<file path="config.mk">
export PLATFORM = sky130hd
export DESIGN_NAME = sha256_stream_hasher_top
export DESIGN_NICKNAME = d
export VERILOG_FILES = /design/src/hdl/sha_pkg.sv /design/src/hdl/sha_fifo.sv /design/src/hdl/sha_engine.sv /design/src/hdl/sha256_stream_hasher_top.sv
export SDC_FILE = /design/constraint.sdc
export NUM_CORES = 2
export LEC_CHECK = 0
export ABC_AREA = 0
export ABC_CLOCK_PERIOD_IN_PS = 64300
export BUFFER_PORTS_ARGS = -buffer_cell sky130_fd_sc_hd__buf_2
export CAP_MARGIN = 20
export CORE_MARGIN = 5
export CORE_UTILIZATION = 57
export DETAILED_ROUTE_END_ITERATION = 7
export PLACE_DENSITY = 0.84
export SLEW_MARGIN = 5
export SYNTH_ARGS = -nofsm -noshare
export SYNTH_HDL_FRONTEND = slang
export SYNTH_SLANG_ARGS = --single-unit
</file>
<file path="constraint.sdc">
create_clock -name i_clk -period 64.3 [get_ports i_clk]
set_clock_uncertainty 0.2 [all_clocks]
set_input_delay 9.645 -clock i_clk [delete_from_list [all_inputs] [get_ports i_clk]]
set_output_delay 9.645 -clock i_clk [all_outputs]
set_load 0.01 [all_outputs]
</file>
<file path="src/hdl/sha_pkg.sv">
`default_nettype none
package sha_pkg;

    localparam int unsigned QueueDepthDefault = 4;

    typedef struct packed {
        logic       opcode;
        logic [7:0] data_byte;
    } t_in_req;

    typedef struct packed {
        logic [31:0] digest_word;
        logic [2:0]  word_index;
        logic        last_word;
    } t_out_req;

    localparam logic OP_ABSORB = 1'b0;
    localparam logic OP_FINISH = 1'b1;

    localparam logic [255:0] INIT_HASH = {
        32'h6a09e667, 32'hbb67ae85, 32'h3c6ef372, 32'ha54ff53a,
        32'h510e527f, 32'h9b05688c, 32'h1f83d9ab, 32'h5be0cd19
    };

    function automatic logic [31:0] round_k(input logic [5:0] idx);
        logic [31:0] k;
        begin
            unique case (idx)
                6'd0: k = 32'h428a2f98;  6'd1: k = 32'h71374491;
                6'd2: k = 32'hb5c0fbcf;  6'd3: k = 32'he9b5dba5;
                6'd4: k = 32'h3956c25b;  6'd5: k = 32'h59f111f1;
                6'd6: k = 32'h923f82a4;  6'd7: k = 32'hab1c5ed5;
                6'd8: k = 32'hd807aa98;  6'd9: k = 32'h12835b01;
                6'd10: k = 32'h243185be; 6'd11: k = 32'h550c7dc3;
                6'd12: k = 32'h72be5d74; 6'd13: k = 32'h80deb1fe;
                6'd14: k = 32'h9bdc06a7; 6'd15: k = 32'hc19bf174;
                6'd16: k = 32'he49b69c1; 6'd17: k = 32'hefbe4786;
                6'd18: k = 32'h0fc19dc6; 6'd19: k = 32'h240ca1cc;
                6'd20: k = 32'h2de92c6f; 6'd21: k = 32'h4a7484aa;
                6'd22: k = 32'h5cb0a9dc; 6'd23: k = 32'h76f988da;
                6'd24: k = 32'h983e5152; 6'd25: k = 32'ha831c66d;
                6'd26: k = 32'hb00327c8; 6'd27: k = 32'hbf597fc7;
                6'd28: k = 32'hc6e00bf3; 6'd29: k = 32'hd5a79147;
                6'd30: k = 32'h06ca6351; 6'd31: k = 32'h14292967;
                6'd32: k = 32'h27b70a85; 6'd33: k = 32'h2e1b2138;
                6'd34: k = 32'h4d2c6dfc; 6'd35: k = 32'h53380d13;
                6'd36: k = 32'h650a7354; 6'd37: k = 32'h766a0abb;
                6'd38: k = 32'h81c2c92e; 6'd39: k = 32'h92722c85;
                6'd40: k = 32'ha2bfe8a1; 6'd41: k = 32'ha81a664b;
                6'd42: k = 32'hc24b8b70; 6'd43: k = 32'hc76c51a3;
                6'd44: k = 32'hd192e819; 6'd45: k = 32'hd6990624;
                6'd46: k = 32'hf40e3585; 6'd47: k = 32'h106aa070;
                6'd48: k = 32'h19a4c116; 6'd49: k = 32'h1e376c08;
                6'd50: k = 32'h2748774c; 6'd51: k = 32'h34b0bcb5;
                6'd52: k = 32'h391c0cb3; 6'd53: k = 32'h4ed8aa4a;
                6'd54: k = 32'h5b9cca4f; 6'd55: k = 32'h682e6ff3;
                6'd56: k = 32'h748f82ee; 6'd57: k = 32'h78a5636f;
                6'd58: k = 32'h84c87814; 6'd59: k = 32'h8cc70208;
                6'd60: k = 32'h90befffa; 6'd61: k = 32'ha4506ceb;
                6'd62: k = 32'hbef9a3f7; 6'd63: k = 32'hc67178f2;
                default: k = 32'h0;
            endcase
            return k;
        end
    endfunction

    function automatic logic [31:0] rotr(input logic [31:0] x, input int unsigned n);
        return (x >> n) | (x << (32 - n));
    endfunction

endpackage
`default_nettype wire

</file>
<file path="src/hdl/sha_fifo.sv">
`default_nettype none
// Small request queue between the input side and the hashing engine.
module sha_fifo
    import sha_pkg::*;
#(
    parameter int unsigned DEPTH = QueueDepthDefault
) (
    input  wire          i_clk,
    input  wire          i_rst_n,
    input  wire          i_valid,
    output logic         o_ready,
    input  t_in_req      i_data,
    output logic         o_valid,
    input  wire          i_ready,
    output t_in_req      o_data
);
    localparam int unsigned AW = (DEPTH > 1) ? $clog2(DEPTH) : 1;
    localparam int unsigned CW = $clog2(DEPTH + 1);

    t_in_req              r_mem [DEPTH];
    logic [AW-1:0]        r_wr;
    logic [AW-1:0]        r_rd;
    logic [CW-1:0]        r_cnt;
    logic                 push;
    logic                 pop;

    assign o_ready = (r_cnt != CW'(DEPTH));
    assign o_valid = (r_cnt != '0);
    assign o_data  = r_mem[r_rd];
    assign push    = i_valid && o_ready;
    assign pop     = o_valid && i_ready;

    always_ff @(posedge i_clk) begin
        if (push) begin
            r_mem[r_wr] <= i_data;
        end
    end

    always_ff @(posedge i_clk) begin
        if (!i_rst_n) begin
            r_wr  <= '0;
            r_rd  <= '0;
            r_cnt <= '0;
        end else begin
            if (push) begin
                r_wr <= (r_wr == AW'(DEPTH - 1)) ? '0 : r_wr + 1'b1;
            end
            if (pop) begin
                r_rd <= (r_rd == AW'(DEPTH - 1)) ? '0 : r_rd + 1'b1;
            end
            if (push && !pop) begin
                r_cnt <= r_cnt + 1'b1;
            end else if (pop && !push) begin
                r_cnt <= r_cnt - 1'b1;
            end
        end
    end
endmodule
`default_nettype wire

</file>
<file path="src/hdl/sha_engine.sv">
`default_nettype none
// Block assembly, padding and 64-round compression; emits digest words.
module sha_engine
    import sha_pkg::*;
(
    input  wire       i_clk,
    input  wire       i_rst_n,
    input  wire       i_valid,
    output logic      o_ready,
    input  t_in_req   i_data,
    output logic      o_valid,
    input  wire       i_ready,
    output t_out_req  o_data
);
    localparam logic [2:0] ST_IDLE  = 3'd0;
    localparam logic [2:0] ST_ROUND = 3'd1;
    localparam logic [2:0] ST_ADD   = 3'd2;
    localparam logic [2:0] ST_PAD   = 3'd3;
    localparam logic [2:0] ST_EMIT  = 3'd4;

    logic [2:0]   r_state;
    logic [5:0]   r_fill;
    logic [63:0]  r_bits;
    logic [31:0]  r_h [8];
    logic [31:0]  r_w [16];
    logic [31:0]  r_v [8];
    logic [5:0]   r_round;
    logic         r_final;   // block in flight is the last of the message
    logic         r_extra;   // a length-only block still follows
    logic [2:0]   r_idx;
    logic         r_ovalid;
    t_out_req     r_odata;

    logic [31:0]  w_cur;
    logic [31:0]  w_new;
    logic [31:0]  t1;
    logic [31:0]  t2;
    logic [31:0]  s0;
    logic [31:0]  s1;
    logic [31:0]  ch;
    logic [31:0]  maj;
    logic [31:0]  e;
    logic [31:0]  a;
    logic [63:0]  fin_bits;
    logic         out_free;
    logic         pad_here;
    logic [31:0]  pad_word;

    assign o_ready  = (r_state == ST_IDLE);
    assign o_valid  = r_ovalid;
    assign o_data   = r_odata;
    assign out_free = !r_ovalid || i_ready;
    assign fin_bits = r_bits + {55'd0, r_fill, 3'd0};

    always_comb begin
        s0 = rotr(r_w[1], 7) ^ rotr(r_w[1], 18) ^ (r_w[1] >> 3);
        s1 = rotr(r_w[14], 17) ^ rotr(r_w[14], 19) ^ (r_w[14] >> 10);
        w_new = s1 + r_w[9] + s0 + r_w[0];
        w_cur = r_w[0];
        e = r_v[4];
        a = r_v[0];
        ch  = (e & r_v[5]) ^ (~e & r_v[6]);
        maj = (a & r_v[1]) ^ (a & r_v[2]) ^ (r_v[1] & r_v[2]);
        t1 = r_v[7] + (rotr(e, 6) ^ rotr(e, 11) ^ rotr(e, 25)) + ch + round_k(r_round) + w_cur;
        t2 = (rotr(a, 2) ^ rotr(a, 13) ^ rotr(a, 22)) + maj;
    end

    // Next value of word 15 while padding: a fresh word is zero or half of the
    // length, a partial word keeps its bytes, and the pad byte lands at the
    // position where the message ended.
    always_comb begin
        pad_here = (r_fill == r_bits[8:3]) && !r_final && (r_extra == (r_fill >= 6'd56));
        if (r_fill[1:0] == 2'd0) begin
            if (r_extra || r_fill < 6'd56) begin
                pad_word = '0;
            end else begin
                pad_word = (r_fill == 6'd56) ? r_bits[63:32] : r_bits[31:0];
            end
        end else begin
            pad_word = r_w[15];
        end
        if (pad_here) begin
            pad_word[{~r_fill[1:0], 3'b111} -: 8] = 8'h80;
        end
    end

    // The schedule window r_w doubles as the byte assembly buffer: bytes
    // shift into word 15 and words shift down, so word 0 is the oldest.
    always_ff @(posedge i_clk) begin
        if (!i_rst_n) begin
            r_state  <= ST_IDLE;
            r_fill   <= '0;
            r_bits   <= '0;
            r_round  <= '0;
            r_final  <= 1'b0;
            r_extra  <= 1'b0;
            r_idx    <= '0;
            r_ovalid <= 1'b0;
            for (int i = 0; i < 8; i++) begin
                r_h[i] <= INIT_HASH[255-32*i -: 32];
            end
        end else begin
            if (r_state == ST_EMIT && out_free) begin
                r_ovalid <= 1'b1;
            end else if (i_ready) begin
                r_ovalid <= 1'b0;
            end
            unique case (r_state)
                ST_IDLE: begin
                    if (i_valid) begin
                        if (i_data.opcode == OP_ABSORB) begin
                            if (r_fill[1:0] == 2'd0) begin
                                for (int i = 0; i < 15; i++) begin
                                    r_w[i] <= r_w[i+1];
                                end
                                r_w[15] <= {i_data.data_byte, 24'd0};
                            end else begin
                                r_w[15] <= r_w[15] | ({24'd0, i_data.data_byte}
                                           << (5'd8 * (5'd3 - {3'd0, r_fill[1:0]})));
                            end
                            r_fill <= r_fill + 1'b1;
                            if (r_fill == 6'd63) begin
                                r_final <= 1'b0;
                                r_round <= '0;
                                for (int i = 0; i < 8; i++) begin
                                    r_v[i] <= r_h[i];
                                end
                                r_state <= ST_ROUND;
                            end
                        end else begin
                            r_bits  <= fin_bits;
                            r_extra <= (r_fill >= 6'd56);
                            r_state <= ST_PAD;
                        end
                    end
                end
                ST_PAD: begin
                    // One padding word per cycle until the block is complete.
                    if (r_fill[1:0] == 2'd0) begin
                        for (int i = 0; i < 15; i++) begin
                            r_w[i] <= r_w[i+1];
                        end
                    end
                    r_w[15] <= pad_word;
                    r_fill <= r_fill + 3'd4 - {4'd0, r_fill[1:0]};
                    if (r_fill >= 6'd60) begin
                        r_final <= !r_extra;
                        r_round <= '0;
                        for (int i = 0; i < 8; i++) begin
                            r_v[i] <= r_h[i];
                        end
                        r_state <= ST_ROUND;
                    end
                end
                ST_ROUND: begin
                    for (int i = 0; i < 15; i++) begin
                        r_w[i] <= r_w[i+1];
                    end
                    r_w[15] <= w_new;
                    r_v[7] <= r_v[6];
                    r_v[6] <= r_v[5];
                    r_v[5] <= e;
                    r_v[4] <= r_v[3] + t1;
                    r_v[3] <= r_v[2];
                    r_v[2] <= r_v[1];
                    r_v[1] <= a;
                    r_v[0] <= t1 + t2;
                    r_round <= r_round + 1'b1;
                    if (r_round == 6'd63) begin
                        r_state <= ST_ADD;
                    end
                end
                ST_ADD: begin
                    for (int i = 0; i < 8; i++) begin
                        r_h[i] <= r_h[i] + r_v[i];
                    end
                    if (r_final) begin
                        r_idx   <= '0;
                        r_state <= ST_EMIT;
                    end else if (r_extra) begin
                        r_extra <= 1'b0;
                        r_final <= 1'b1;
                        r_state <= ST_PAD;
                    end else begin
                        r_bits  <= r_bits + 64'd512;
                        r_state <= ST_IDLE;
                    end
                end
                ST_EMIT: begin
                    if (out_free) begin
                        r_odata.digest_word <= r_h[r_idx];
                        r_odata.word_index  <= r_idx;
                        r_odata.last_word   <= (r_idx == 3'd7);
                        r_idx <= r_idx + 1'b1;
                        if (r_idx == 3'd7) begin
                            for (int i = 0; i < 8; i++) begin
                                r_h[i] <= INIT_HASH[255-32*i -: 32];
                            end
                            r_bits  <= '0;
                            r_fill  <= '0;
                            r_final <= 1'b0;
                            r_state <= ST_IDLE;
                        end
                    end
                end
                default: r_state <= ST_IDLE;
            endcase
        end
    end
endmodule
`default_nettype wire

</file>
<file path="src/hdl/sha256_stream_hasher_top.sv">
`default_nettype none
// Channel   Direction  Handshake            Payload
// request   in         i_valid / o_ready    i_data  (t_in_req: opcode, data_byte)
// digest    out        o_valid / i_ready    o_data  (t_out_req: word, index, last)
//
// The engine takes requests only while idle; the 64th byte of a
// block starts the 64 compression rounds and then the chaining add.
// Finish pads one word per cycle and then compresses the block; when fewer
// than eight bytes remain after the pad byte, a second padded block
// follows. Eight words then leave at one per cycle when taken.
// Reset is synchronous and active low and reloads the initial hash values.
// The request queue keeps accepting while the engine is busy until it is
// full, and the output register holds a word until it is taken.
module sha256_stream_hasher_top
    import sha_pkg::*;
#(
    parameter int unsigned QUEUE_DEPTH = QueueDepthDefault
) (
    input  wire       i_clk,
    input  wire       i_rst_n,
    input  wire       i_valid,
    output logic      o_ready,
    input  t_in_req   i_data,
    output logic      o_valid,
    input  wire       i_ready,
    output t_out_req  o_data
);
    logic    q_valid;
    logic    q_ready;
    t_in_req q_data;

    // Front: the queue decouples the requester from the engine.
    sha_fifo #(.DEPTH(QUEUE_DEPTH)) u_fifo (
        .i_clk   (i_clk),
        .i_rst_n (i_rst_n),
        .i_valid (i_valid),
        .o_ready (o_ready),
        .i_data  (i_data),
        .o_valid (q_valid),
        .i_ready (q_ready),
        .o_data  (q_data)
    );

    // Back: assembly, padding, compression and digest output.
    sha_engine u_engine (
        .i_clk   (i_clk),
        .i_rst_n (i_rst_n),
        .i_valid (q_valid),
        .o_ready (q_ready),
        .i_data  (q_data),
        .o_valid (o_valid),
        .i_ready (i_ready),
        .o_data  (o_data)
    );
endmodule
`default_nettype wire
</file>
-- Word level (Yosys, flattened, before mapping)
Memory sizes are Yosys's and may differ from the RTL's. A register that Yosys moved wholly into a read port is not among the register bits.
Cells that the tools add are included.
- eq/ne operators: 25
- reductions and logical operators: 33
- shifts and indexed selects: 3
- add/subtract/negate cells: 31
- mux-type cells: 165
- magnitude comparators: 3
- bitwise operators: 94
- operator list (kind ; number):
    32-bit two-way mux ; 69
    32-bit adder ; 18
    64-bit two-way mux ; 6
    32-bit bitwise XOR ; 9
    64-bit one-hot mux with 3 select lines ; 1
    32-bit AND ; 5
    1-bit bitwise OR ; 65
    64-bit by 10-bit adder with 64-bit output, second input constant ; 1
    64-bit by 9-bit adder with 64-bit output ; 1
    6-bit two-way mux ; 10
    1-bit two-way mux ; 55
    8-bit by 7-bit variable shift with 39-bit output, first input constant ; 1
    8-bit by 7-bit indexed part select with 39-bit output, first input constant ; 1
    3-bit two-way mux ; 12
    6-bit one-hot mux with 3 select lines ; 2
    32-bit bitwise mux ; 1
    32-bit inverter ; 1
    10-bit by 32-bit bitwise OR with 32-bit output ; 1
    13-bit by 32-bit bitwise OR with 32-bit output ; 1
    14-bit by 32-bit bitwise OR with 32-bit output ; 1
    15-bit by 32-bit bitwise OR with 32-bit output ; 1
    19-bit by 32-bit bitwise OR with 32-bit output ; 1
    21-bit by 32-bit bitwise OR with 32-bit output ; 1
    25-bit by 32-bit bitwise OR with 32-bit output ; 1
    other kinds (47) ; 89
- memories kept: 5
- bits in writable memories: 1060
- logic and storage cells: 372
- memory bits (read-only): 2048
- register bits: 96
- memory list (memory ; words ; width ; read ports ; clocked after Yosys merged registers in ; wr ports ; RTL line ; text):
    (name not given) ; 64 ; 32 ; 1 ; 1 ; 0 ; sha_pkg.sv:28 ; unique case (idx)
    u_engine.r_w ; 16 ; 32 ; 16 ; 0 ; 16 ; sha_engine.sv:25 ; logic [31:0] r_w [16];
    u_engine.r_h ; 8 ; 32 ; 9 ; 1 ; 8 ; sha_engine.sv:24 ; logic [31:0] r_h [8];
    u_engine.r_v ; 8 ; 32 ; 8 ; 0 ; 8 ; sha_engine.sv:26 ; logic [31:0] r_v [8];
    u_fifo.r_mem ; 4 ; 9 ; 1 ; 1 ; 1 ; sha_fifo.sv:20 ; t_in_req r_mem [DEPTH];

-- Longest topological paths before layout
- word-level depth: 10
- depth in mapped cells: 34
- mapped depth without buffers: 33

-- Modules after synthesis
A second synthesis with hierarchy kept.
- cell total of the unflattened synthesis: 7089
- area total of the unflattened synthesis: 73859.6 um^2
- modules (own cells, without submodules) (module ; sequential area each (um^2) ; instances ; cells an instance ; area an instance (um^2)):
    sha_engine ; 32831.5 ; 1 ; 6991 ; 72081.6
    sha_fifo ; 1261.2 ; 1 ; 98 ; 1778.0

-- Worst setup path before layout
No wires, ideal clock.
- path kind: input-to-reg
- start point: input i_rst_n
- end point: memory u_engine.r_v[0][0], enable pin
- data required time: 62982 ps
- cell stages on the path: 5
- path buffers: 1
- arrival: 26229 ps
- slack: 36753 ps
- library setup time: 1118 ps
- cells stage by stage: clkbuf_1 > inv_1 > nor3_2 > a22oi_1 > o21ai_0
- RTL lines (what ; RTL line ; text):
    from (decl) ; sha256_stream_hasher_top.sv:20 ; input wire i_rst_n,
    to (decl) ; sha_engine.sv:26 ;

==> out/results.txt <==
Area of the core -> 0.129 sq mm
Post-Route WL -> 226000 microns
IO Pins -> 51
Post-Synth Adder-Cell Area -> 12.7%
Fin crit share -> 21.0%
Die area -> 0.137 sq mm
CP Launch Type -> primary input
Number of setup buffers added after CTS -> 0
Num Clock Sinks -> 1219
Layout area overhead -> 8.05%
Worst Setup Slack post-DPL -> 50110 ps
Max Root-Sink Buffers -> 3
Synth area leaders -> edfxtp_1, ha_1, dfxtp_1
Global-route wire length before repair -> 339000 microns
Mux contribution to synthesized area -> 3.66%
Wire length per cell -> 25.6 microns
Seq/Total Area, Yosys -> 46.2%
Area leader, netlist -> edfxtp_1
# nets final -> 7601
Outcome -> finished, final reports clean
Worst-Skew Late Latency -> 800 ps
Syn avg cell area -> 10.5 sq um
Min Tclk post-route -> 13480 ps
Final setup viols -> 0
Drt first pass iters -> 7
Synth async-reset ratio -> 0%
Post-cts sizing count -> 0
RSZ-0062 raised after global routing -> false
Crit-path max FO -> 192
Setup CP Type -> primary input to flop
Clock transition at path regs -> 70 ps
Main combinational cell family by area after synthesis -> compound AO/OA/AOI/OAI gates
Site Rows -> 132
Post-synth EDFFs -> 968
Worst path max stage delay -> 880 ps
Mapped cell area -> 0.0738 sq mm
Placed cell areas -> 0.0755 sq mm
PortBufs -> 50
Relative slew slack -> 17.9%
Top cell type's share of synthesized area -> 39.4%
Post-synthesis compound-gate area fraction -> 14.4%
Setup tns final -> 0 ps
Register area -> 0.0341 sq mm
Critical path arrival -> 13670 ps
Antenna violations before repair -> 6
Total of max-cap violations -> 0
Post-CTS Hold Buffers -> 0
Primary FF master, synth -> edfxtp_1
H-tree depth -> 4
Slew Viols, Final -> 0
Syn nets -> 7684
Synth cell types -> 110
Xor and xnor fraction of the mapped netlist area -> 6.94%
Crit path capture type -> flop
Initial cell density of the core -> 57.2%
Critical Path RT -> 64490 ps
Inserted Clock Buffers -> 132
DRC violations left -> 0
Root Driver -> clkbuf_16
Seq cells post-synth -> 1219
Dpl hpwl -> 161000 microns
Post-synth top cells -> nand2_1, edfxtp_1, a21oi_1, ha_1, xnor2_1
Critical-path top delay cell -> buf_4
Vias in the first global route -> 54900
GRT Util Overall -> 32.4%
Vias -> 57800
Worst slew pin tran -> 1220 ps
Simple-Gate Fraction of Synth Area -> 12.8%
Fin area -> 0.0798 sq mm
Final setup margin -> 50820 ps
Drt first-iter violations -> 8163
CTS tree -> done
Synth Instances -> 7059
GP Congestion -> 0.989
Largest net degree at the start of global routing -> 203
Multi-input gate area -> 0.0374 sq mm
Layout cell share with drive strength beyond 1 -> 7.23%
FF-to-FF setup slack -> 54340 ps
Endpoints failing hold -> 0
Critical path cell sequence -> buf_2, inv_2, nor3_2, nor2_1, a22oi_2, buf_4, buf_12
Top achievable clock speed -> 0.0742 GHz
FILL cells -> 10100
Die width -> 370 microns
Top-count cell post-synth -> nand2_1
Final antenna-violating net count -> 0
Via density -> 6.54
YS warnings -> 0
GRT Residual Overflow -> 0
Hold crit path type -> flop to flop
Die Span Y -> 370 microns
final cells by class:
class / count / share of cell area, %
sequential: 1219 / 42.8
timing repair buffer: 112 / 0.966
clock buffer: 179 / 4.56
multi-input combinational: 5218 / 46.9
inverter: 293 / 1.39
antenna: 3 / 0.00941
tap: 1742 / 2.73
clock inverter: 59 / 0.736
placed cells by master (no fill, tap or decap), drive strengths merged, types with 21 or more instances in the layout:
cell / instances
a211oi: 61
a21o: 191
a21oi: 555
a31oi: 60
and2: 29
and3: 58
buf: 111
clkbuf: 180
clkinv: 38
dfxtp: 251
edfxtp: 968
fa: 197
ha: 415
inv: 301
maj3: 22
mux2: 57
mux2i: 41
mux4: 73
nand2: 1149
nand2b: 62
nand3: 145
nand4: 45
nor2: 354
nor2b: 49
nor3: 113
nor4: 21
o211ai: 60
o21a: 55
o21ai: 391
o21bai: 43
o221ai: 30
o31ai: 32
or3: 51
xnor2: 395
xor2: 188
critical path, delay by kind of cell:
kind                   cells  cell delay (ps)
buffers and inverters      4             2010
AO/OA/AOI/OAI              1              860
AND/OR/NAND/NOR            2              870
logic make-up after synthesis:
group / count (synthesis)
simple gates: 2141
compound gates: 1689
flops: 1219
fa+ha+maj: 634
buf+inv: 622
xor+xnor: 583
mux: 171
final timing paths:
path	endpoint	cells past startpoint	startpoint
worst max register to register	u_engine.r_v[0][31]$_DFFE_PP_	28	u_engine.r_v[0][156]$_DFFE_PP_
worst min register to register	u_engine.r_w[3][13]$_DFFE_PP_	0	u_engine.r_w[3][45]$_DFFE_PP_
worst min-delay path	u_engine.r_w[3][13]$_DFFE_PP_	0	u_engine.r_w[3][45]$_DFFE_PP_
worst max-delay path	u_engine.r_w[0][61]$_DFFE_PP_	7	i_rst_n
flip-flops by register name, indices dropped and copies added (netlist names), named ones only:
name              count
u_engine.r_state      3
u_engine.r_fill       6
u_engine.r_extra      1
u_fifo.r_cnt          3
u_engine.r_idx        3
u_engine.r_bits      61
u_engine.r_final      1
u_engine.o_valid      1
u_engine.r_h        256
u_engine.r_v        256
u_fifo.r_mem         36
u_engine.r_w        512
u_engine.r_round      6
u_fifo.r_rd           2
u_engine.o_data      36
u_fifo.r_wr           2
through the flow:
step                      hold WS [ps]  std cells  utilization, %
after floorplan                    200       7059               -
after CTS                          199       8820            61.7
after detailed placement           205       8582            58.5
after global routing               215       8822            61.7
after global placement             200       8582            58.5
final                              190       8825            61.8
routing by layer:
| metal | part of all wire, % | global-route usage [%] |
|---|---|---|
| met4 | 5.1 | 14.6 |
| met5 | 0.013 | 0 |
| met3 | 13 | 8.17 |
| met1 | 40 | 46.6 |
| met2 | 42 | 46.7 |
Power is not shown: default switching activity piles up to over one toggle a cycle in this logic, so the estimate is an artifact.
